===== src/design/sdepq_pkg.sv =====
package sdepq_pkg;

    localparam int WORD_W      = 32;
    localparam int TDATA_W     = 40;
    localparam int GROUP_CELLS = 32;

    typedef logic signed [WORD_W-1:0] word_t;

    localparam logic [1:0] MODE_INSERT  = 2'd0;
    localparam logic [1:0] MODE_REM_MIN = 2'd1;
    localparam logic [1:0] MODE_REM_MAX = 2'd2;

    localparam logic [1:0] STATUS_OK        = 2'd0;
    localparam logic [1:0] STATUS_OVERFLOW  = 2'd1;
    localparam logic [1:0] STATUS_UNDERFLOW = 2'd2;

    typedef enum logic [1:0] {
        OP_INSERT,
        OP_REM_MIN,
        OP_REM_MAX
    } op_t;

    // Broadcast to every cell.
    typedef struct packed {
        logic  en;
        op_t   op;
        word_t value;
    } cmd_t;

    typedef enum logic {
        ST_IDLE,
        ST_MAX_SEL
    } state_t;

endpackage


===== src/design/sdepq_cell.sv =====
module sdepq_cell
    import sdepq_pkg::*;
(
    input  logic  clk,
    input  logic  rst_n,
    input  cmd_t  cmd,
    input  word_t left_value,
    input  logic  left_valid,
    input  logic  left_place,
    input  word_t right_value,
    input  logic  right_valid,
    output word_t value,
    output logic  valid,
    output logic  place,
    output logic  last
);

    word_t value_reg;
    word_t value_next;
    logic  valid_reg;
    logic  valid_next;

    // At or beyond the insert point: empty, or holding a value >= the new one.
    assign place = !valid_reg || (value_reg >= cmd.value);
    assign last  = valid_reg && !right_valid;
    assign value = value_reg;
    assign valid = valid_reg;

    always_comb
    begin
        value_next = value_reg;
        valid_next = valid_reg;
        if (cmd.en)
        begin
            case (cmd.op)
                OP_INSERT:
                begin
                    if (place)
                    begin
                        if (left_place)
                        begin
                            value_next = left_value;
                            valid_next = left_valid;
                        end
                        else
                        begin
                            value_next = cmd.value;
                            valid_next = 1'b1;
                        end
                    end
                end
                OP_REM_MIN:
                begin
                    value_next = right_value;
                    valid_next = right_valid;
                end
                OP_REM_MAX:
                begin
                    valid_next = valid_reg && right_valid;
                end
                default:
                begin
                    valid_next = valid_reg;
                end
            endcase
        end
    end

    always_ff @(posedge clk or negedge rst_n)
    begin
        if (!rst_n)
        begin
            valid_reg <= 1'b0;
        end
        else
        begin
            valid_reg <= valid_next;
        end
    end

    always_ff @(posedge clk)
    begin
        value_reg <= value_next;
    end

endmodule


===== src/design/sdepq_max_sel.sv =====
module sdepq_max_sel
    import sdepq_pkg::*;
#(
    parameter int CELLS = 7
)
(
    input  logic  clk,
    input  logic  load,
    input  logic  pick   [CELLS],
    input  word_t values [CELLS],
    output word_t result
);

    localparam int GROUPS = (CELLS + GROUP_CELLS - 1) / GROUP_CELLS;

    word_t grp_reg  [GROUPS];
    word_t grp_next [GROUPS];

    // First level: AND-OR of each group of cells; only one cell is picked.
    always_comb
    begin
        for (int g = 0; g < GROUPS; g++)
        begin
            grp_next[g] = '0;
            for (int k = 0; k < GROUP_CELLS; k++)
            begin
                if (g * GROUP_CELLS + k < CELLS)
                begin
                    if (pick[g * GROUP_CELLS + k])
                    begin
                        grp_next[g] = grp_next[g] | values[g * GROUP_CELLS + k];
                    end
                end
            end
        end
    end

    always_ff @(posedge clk)
    begin
        if (load)
        begin
            grp_reg <= grp_next;
        end
    end

    // Second level: OR across the group registers.
    always_comb
    begin
        result = '0;
        for (int g = 0; g < GROUPS; g++)
        begin
            result = result | grp_reg[g];
        end
    end

endmodule


===== src/design/sorted_double_ended_priority_queue.sv =====
// Channel | Dir | Bits | Contents
// s_*     | in  | 40   | request word: mode, value
// m_*     | out | 40   | result word: removed_value, status
//
// Insert, remove-smallest, unused mode and removal on an empty queue: result
// registered at the accept edge. Remove-largest on a non-empty queue: result passes
// the group register stage of the max selector, then the output register; s_tready
// is low in ST_MAX_SEL. Async active-low reset empties the queue (valid bits only).
// A stalled result holds the output register; the next word is taken in the
// cycle it drains. Capacity is RING_SLOTS-1 entries held in a row of sorted cells.
module sorted_double_ended_priority_queue
    import sdepq_pkg::*;
#(
    parameter int RING_SLOTS = 8
)
(
    input  logic               clk,
    input  logic               rst_n,
    input  logic               s_tvalid,
    output logic               s_tready,
    input  logic [TDATA_W-1:0] s_tdata,   // [1:0] mode, [33:2] value, [39:34] zero
    output logic               m_tvalid,
    input  logic               m_tready,
    output logic [TDATA_W-1:0] m_tdata    // [31:0] removed_value, [33:32] status, [39:34] zero
);

    localparam int CELLS = RING_SLOTS - 1;

    logic [1:0] in_mode;
    word_t      in_value;
    logic       accept;
    logic       full;
    logic       empty;
    cmd_t       cmd;

    state_t state_reg;
    state_t state_next;
    logic   sel_load;
    logic   sel_done;

    logic       out_valid_reg;
    logic       out_valid_next;
    word_t      out_value_reg;
    word_t      out_value_next;
    logic [1:0] out_status_reg;
    logic [1:0] out_status_next;

    word_t cell_value [CELLS];
    logic  cell_valid [CELLS];
    logic  cell_place [CELLS];
    logic  cell_last  [CELLS];
    word_t max_value;

    assign in_mode  = s_tdata[1:0];
    assign in_value = s_tdata[WORD_W+1:2];
    assign accept   = s_tvalid && s_tready;

    // Entries are packed from cell 0 upward, smallest first.
    assign empty = !cell_valid[0];
    assign full  = cell_valid[CELLS-1];

    always_comb
    begin
        cmd.value = in_value;
        cmd.op    = OP_INSERT;
        cmd.en    = 1'b0;
        unique case (in_mode)
            MODE_INSERT:
            begin
                cmd.op = OP_INSERT;
                cmd.en = accept && !full;
            end
            MODE_REM_MIN:
            begin
                cmd.op = OP_REM_MIN;
                cmd.en = accept && !empty;
            end
            MODE_REM_MAX:
            begin
                cmd.op = OP_REM_MAX;
                cmd.en = accept && !empty;
            end
            default:
            begin
                cmd.en = 1'b0;
            end
        endcase
    end

    // Row of cells; each looks only at its two neighbours.
    for (genvar i = 0; i < CELLS; i++)
    begin : g_cell
        word_t lv;
        logic  lval;
        logic  lplace;
        word_t rv;
        logic  rval;

        if (i == 0)
        begin : g_first
            assign lv     = '0;
            assign lval   = 1'b0;
            assign lplace = 1'b0;
        end
        else
        begin : g_mid_l
            assign lv     = cell_value[i-1];
            assign lval   = cell_valid[i-1];
            assign lplace = cell_place[i-1];
        end

        if (i == CELLS - 1)
        begin : g_end
            assign rv   = '0;
            assign rval = 1'b0;
        end
        else
        begin : g_mid_r
            assign rv   = cell_value[i+1];
            assign rval = cell_valid[i+1];
        end

        sdepq_cell u_cell (
            .clk         (clk),
            .rst_n       (rst_n),
            .cmd         (cmd),
            .left_value  (lv),
            .left_valid  (lval),
            .left_place  (lplace),
            .right_value (rv),
            .right_valid (rval),
            .value       (cell_value[i]),
            .valid       (cell_valid[i]),
            .place       (cell_place[i]),
            .last        (cell_last[i])
        );
    end

    // Largest entry is the last valid cell; picked out over two levels.
    sdepq_max_sel #(
        .CELLS (CELLS)
    ) u_max_sel (
        .clk    (clk),
        .load   (sel_load),
        .pick   (cell_last),
        .values (cell_value),
        .result (max_value)
    );

    // Control: remove-largest waits in ST_MAX_SEL for the selector's group register.
    always_comb
    begin
        state_next = state_reg;
        unique case (state_reg)
            ST_IDLE:
            begin
                if (cmd.en && cmd.op == OP_REM_MAX)
                begin
                    state_next = ST_MAX_SEL;
                end
            end
            ST_MAX_SEL:
            begin
                state_next = ST_IDLE;
            end
            default:
            begin
                state_next = ST_IDLE;
            end
        endcase
    end

    always_comb
    begin
        s_tready = 1'b0;
        sel_load = 1'b0;
        sel_done = 1'b0;
        unique case (state_reg)
            ST_IDLE:
            begin
                s_tready = !out_valid_reg || m_tready;
                sel_load = cmd.en && cmd.op == OP_REM_MAX;
            end
            ST_MAX_SEL:
            begin
                sel_done = 1'b1;
            end
            default:
            begin
                s_tready = 1'b0;
            end
        endcase
    end

    // Output register.
    always_comb
    begin
        out_valid_next  = out_valid_reg && !m_tready;
        out_value_next  = out_value_reg;
        out_status_next = out_status_reg;
        if (sel_done)
        begin
            out_valid_next  = 1'b1;
            out_value_next  = max_value;
            out_status_next = STATUS_OK;
        end
        else if (accept && !sel_load)
        begin
            out_valid_next  = 1'b1;
            out_value_next  = '0;
            out_status_next = STATUS_OK;
            unique case (in_mode)
                MODE_INSERT:
                begin
                    if (full)
                    begin
                        out_status_next = STATUS_OVERFLOW;
                    end
                end
                MODE_REM_MIN:
                begin
                    if (empty)
                    begin
                        out_status_next = STATUS_UNDERFLOW;
                    end
                    else
                    begin
                        out_value_next = cell_value[0];
                    end
                end
                MODE_REM_MAX:
                begin
                    out_status_next = STATUS_UNDERFLOW;
                end
                default:
                begin
                    out_status_next = STATUS_OK;
                end
            endcase
        end
    end

    always_ff @(posedge clk or negedge rst_n)
    begin
        if (!rst_n)
        begin
            state_reg     <= ST_IDLE;
            out_valid_reg <= 1'b0;
        end
        else
        begin
            state_reg     <= state_next;
            out_valid_reg <= out_valid_next;
        end
    end

    always_ff @(posedge clk)
    begin
        out_value_reg  <= out_value_next;
        out_status_reg <= out_status_next;
    end

    assign m_tvalid = out_valid_reg;
    assign m_tdata  = {{(TDATA_W - WORD_W - 2){1'b0}}, out_status_reg, out_value_reg};

endmodule


===== config.mk =====
export PLATFORM = sky130hd
export DESIGN_NAME = sorted_double_ended_priority_queue
export DESIGN_NICKNAME = d
export VERILOG_FILES = /design/src/design/sdepq_pkg.sv /design/src/design/sdepq_cell.sv /design/src/design/sdepq_max_sel.sv /design/src/design/sorted_double_ended_priority_queue.sv
export SDC_FILE = /design/constraint.sdc
export NUM_CORES = 1
export LEC_CHECK = 0
export BUFFER_PORTS_ARGS = -buffer_cell sky130_fd_sc_hd__buf_2
export CAP_MARGIN = 25
export CELL_PAD_IN_SITES_DETAIL_PLACEMENT = 1
export CELL_PAD_IN_SITES_GLOBAL_PLACEMENT = 2
export CORE_MARGIN = 1
export CORE_UTILIZATION = 43
export CTS_CLUSTER_DIAMETER = 200
export DETAILED_ROUTE_END_ITERATION = 8
export GPL_ROUTABILITY_DRIVEN = 0
export PLACE_DENSITY_LB_ADDON = 0.1
export SYNTH_ARGS = -nofsm -noshare
export SYNTH_HDL_FRONTEND = slang
export SYNTH_SLANG_ARGS = --single-unit

===== constraint.sdc =====
create_clock -name clk -period 6.4 [get_ports clk]
set_input_delay 0.64 -clock clk [delete_from_list [all_inputs] [get_ports clk]]
set_output_delay 0.64 -clock clk [all_outputs]
set_load 0.02 [all_outputs]

==> impl_results.md <==
* RSZ-0062 raised after global routing: no
* Finished Core Util at 0.494
* Share of layout cells above drive strength 1 at 0.121
* Routed via count at 16,100
* I/O Buffers at 73
* Delay-heaviest family, CP: compound AO/OA/AOI/OAI gates
* Die area at 45,400 sq um
* Synth Area in Compound Gates at 0.220
* Vias per cell at 6.76
* Final nets at 2,003
* Commonest non-fill, non-tap cell in the layout: edfxtp_1
* Wire length on met3 at 5.77 mm
* Cell count after synthesis at 1,720
* DPL Wire Length at 47.8 mm
* Global-route wire length before repair at 111 mm
* CP dominant cell by count: buf_4
* Routed WL at 76.1 mm
* Max Cap Viol at 0
* CTS Buffer Depth at 3
* Post-synth EDFFs at 288
* Clock Latency Late Sink at 0.57 ns
* # setup viols final at 0
* Antenna violations before repair at 0
* Power density over the cells at 366 nW/um^2
* Placeable Area at 43,600 sq um
* Synthesized area at 19,200 sq um
* Ys async rst share at 0.0301
* Initial Util at 0.440
* Post-CTS resize count at 0
* Data arrival, critical path at 4.39 ns
* Worst Path Required at 6.61 ns
* Average wire per standard cell at 32.0 microns
* Total Routing Usage GR at 0.340
* Met1 WL at 30.8 mm
* Outcome: completed
* Mux contribution to synthesized area at 0.0206
* Root Buffer: clkbuf_16
* ANT cells at 0
* Max reg flops at 224
* Fin crit period at 4.18 ns
* Worst Max-Slew Pin Slew at 0.908 ns
* Cell row count at 76
* Critical-path top delay cell: o21a_2
* Die X at 213 microns
* CTS tree: built
* Largest net degree at the start of global routing at 157
* Cell total after placement at 2,307
* Setup slack, reg-to-reg at 2.22 ns
* LEAKAGE at 8.48 nW
* Total CTS buffers at 38
* Peak supply drop at 0.000226 V
* Final ANT Viol Nets at 0
* Final max-slew violation count at 0
* Top FF cell, synth: edfxtp_1
* Worst Path Buf+Inv at 2
* CP Class: reg -> reg
* Cell Chain, Critical Path: ha_1 > a21oi_1 > nor2_1 > a211oi_1 > o211ai_2 > or2_1 > buf_4 > nand2_1 > o21a_2 > buf_4
* Layout area overhead at 12.2%
* Most frequent cells in the layout: edfxtp_1, ha_1, a221o_1
* Drt pass-1 iters at 6
* Total Negative Setup Slacks at 0 ns
* Met2 wire length at 36.2 mm
* Post-synthesis simple-gate area fraction at 0.120
* Max Fclk at 239 MHz
* Largest family of logic cells by synthesized area: compound AO/OA/AOI/OAI gates
* Register bit total from synthesis at 299
* Non-Filler Instances at 2,378
* # DRC at 0
* Clock Sink Count at 299
* Synth warn at 0
* Tcrit/Tclk final at 0.653
* Crit end category: flop
* Gr ovfl total at 0
* Initial drt markers at 1,548
* Largest fanout on the critical path at 24
* Die span in y at 213 microns
* Adder-cell share of the synthesized area at 0.128
* Hold Slack at 0.435 ns
* Netlist cell types at 65
* Slew Limit Headroom at 0.389
* Max stage delay on crit path at 0.53 ns
* Ports at 86
* Register area share after synthesis at 0.465
* Final Skew at 0.0131 ns
* Syn Area/Cell at 11.1 sq um
* Highest metal used: met4
* Startpoint types: flop
* Number of global-route vias before repair at 16,500
* Post-CTS Setup Inserts at 0
* Fillers at 4,680
* Hold buffers post-CTS at 1
* Final hold vios at 0
* Worst hold path class: in -> reg
* XOR/XNOR Fraction of Synth Area at 0
* Clock slew at reported path FFs at 0.06 ns
* Htree depth at 2
-- logic make-up after synthesis --
kind of cell    count (synthesis)
mux                            35
fa+ha+maj                     196
buf+inv                       195
compound gates                550
flops                         299
other cells                     1
simple gates                  444
-- cells in the mapped netlist (42+ instances only) --
cell type	number	area, sq um
a22oi_1	93	698
inv_1	81	304
clkbuf_1	73	274
nand4_1	61	382
nor2b_1	42	263
a21oi_1	86	430
nand2_1	99	372
ha_1	196	2450
nor2_1	98	368
a221o_1	129	1290
and2_1	62	388
edfxtp_1	288	8650
-- worst min-delay path: stages --
cell and delay [ns]:
buf_2 0.11, nand2_1 0.10, o21ai_0 0.09
-- layout make-up --
class,instances,area (sq um),share of cell area
multi-input cells,1231,9580,0.445
flip-flops and latches,299,8920,0.414
clock buffers,45,1040,0.0484
well taps,585,732,0.0340
repair buffers,111,691,0.0321
inverters,82,308,0.0143
clock inverters,25,245,0.0114
-- where the power goes --
group          leakage (nW)  switching, mW  internal [mW]  total [mW]
registers              2.78          0.220           2.54        2.76
clock network         0.636          0.912           1.36        2.28
logic                  5.06           1.93          0.900        2.83
total                  8.48           3.06           4.80        7.86
-- per-layer routing --
layer	vias up	track usage
li1	6924	-
met1	8178	0.435
met2	780	0.561
met3	203	0.0554
met4	0	0.159
met5	-	0
-- metrics by stage --
step	total power [mW]	setup WS [ns]	instance area, sq um
global placement	5.44	1.92	20200
CTS	7.81	2.30	21500
finish	7.86	2.22	21500
detailed placement	5.53	1.84	20200
global route	8.09	2.16	21500
floorplan	4.39	0.0420	19200
-- final timing paths --
check,startpoint,to,cells past startpoint
max,g_cell[1].u_cell.value[25]$_DFFE_PP_,g_cell[1].u_cell.value[24]$_DFFE_PP_,10
min,s_tvalid,m_tvalid$_DFF_PN0_,3
max reg2reg,g_cell[1].u_cell.value[25]$_DFFE_PP_,g_cell[1].u_cell.value[24]$_DFFE_PP_,10
min reg2reg,out_status_reg[0]$_SDFFE_PP0P_,out_status_reg[0]$_SDFFE_PP0P_,2
max in group asynchronous,rst_n,g_cell[6].u_cell.valid$_DFFE_PN0P_,2
min in group asynchronous,rst_n,state_reg$_DFF_PN0_,2
No activity file was read; power rests on OpenSTA's default activity.
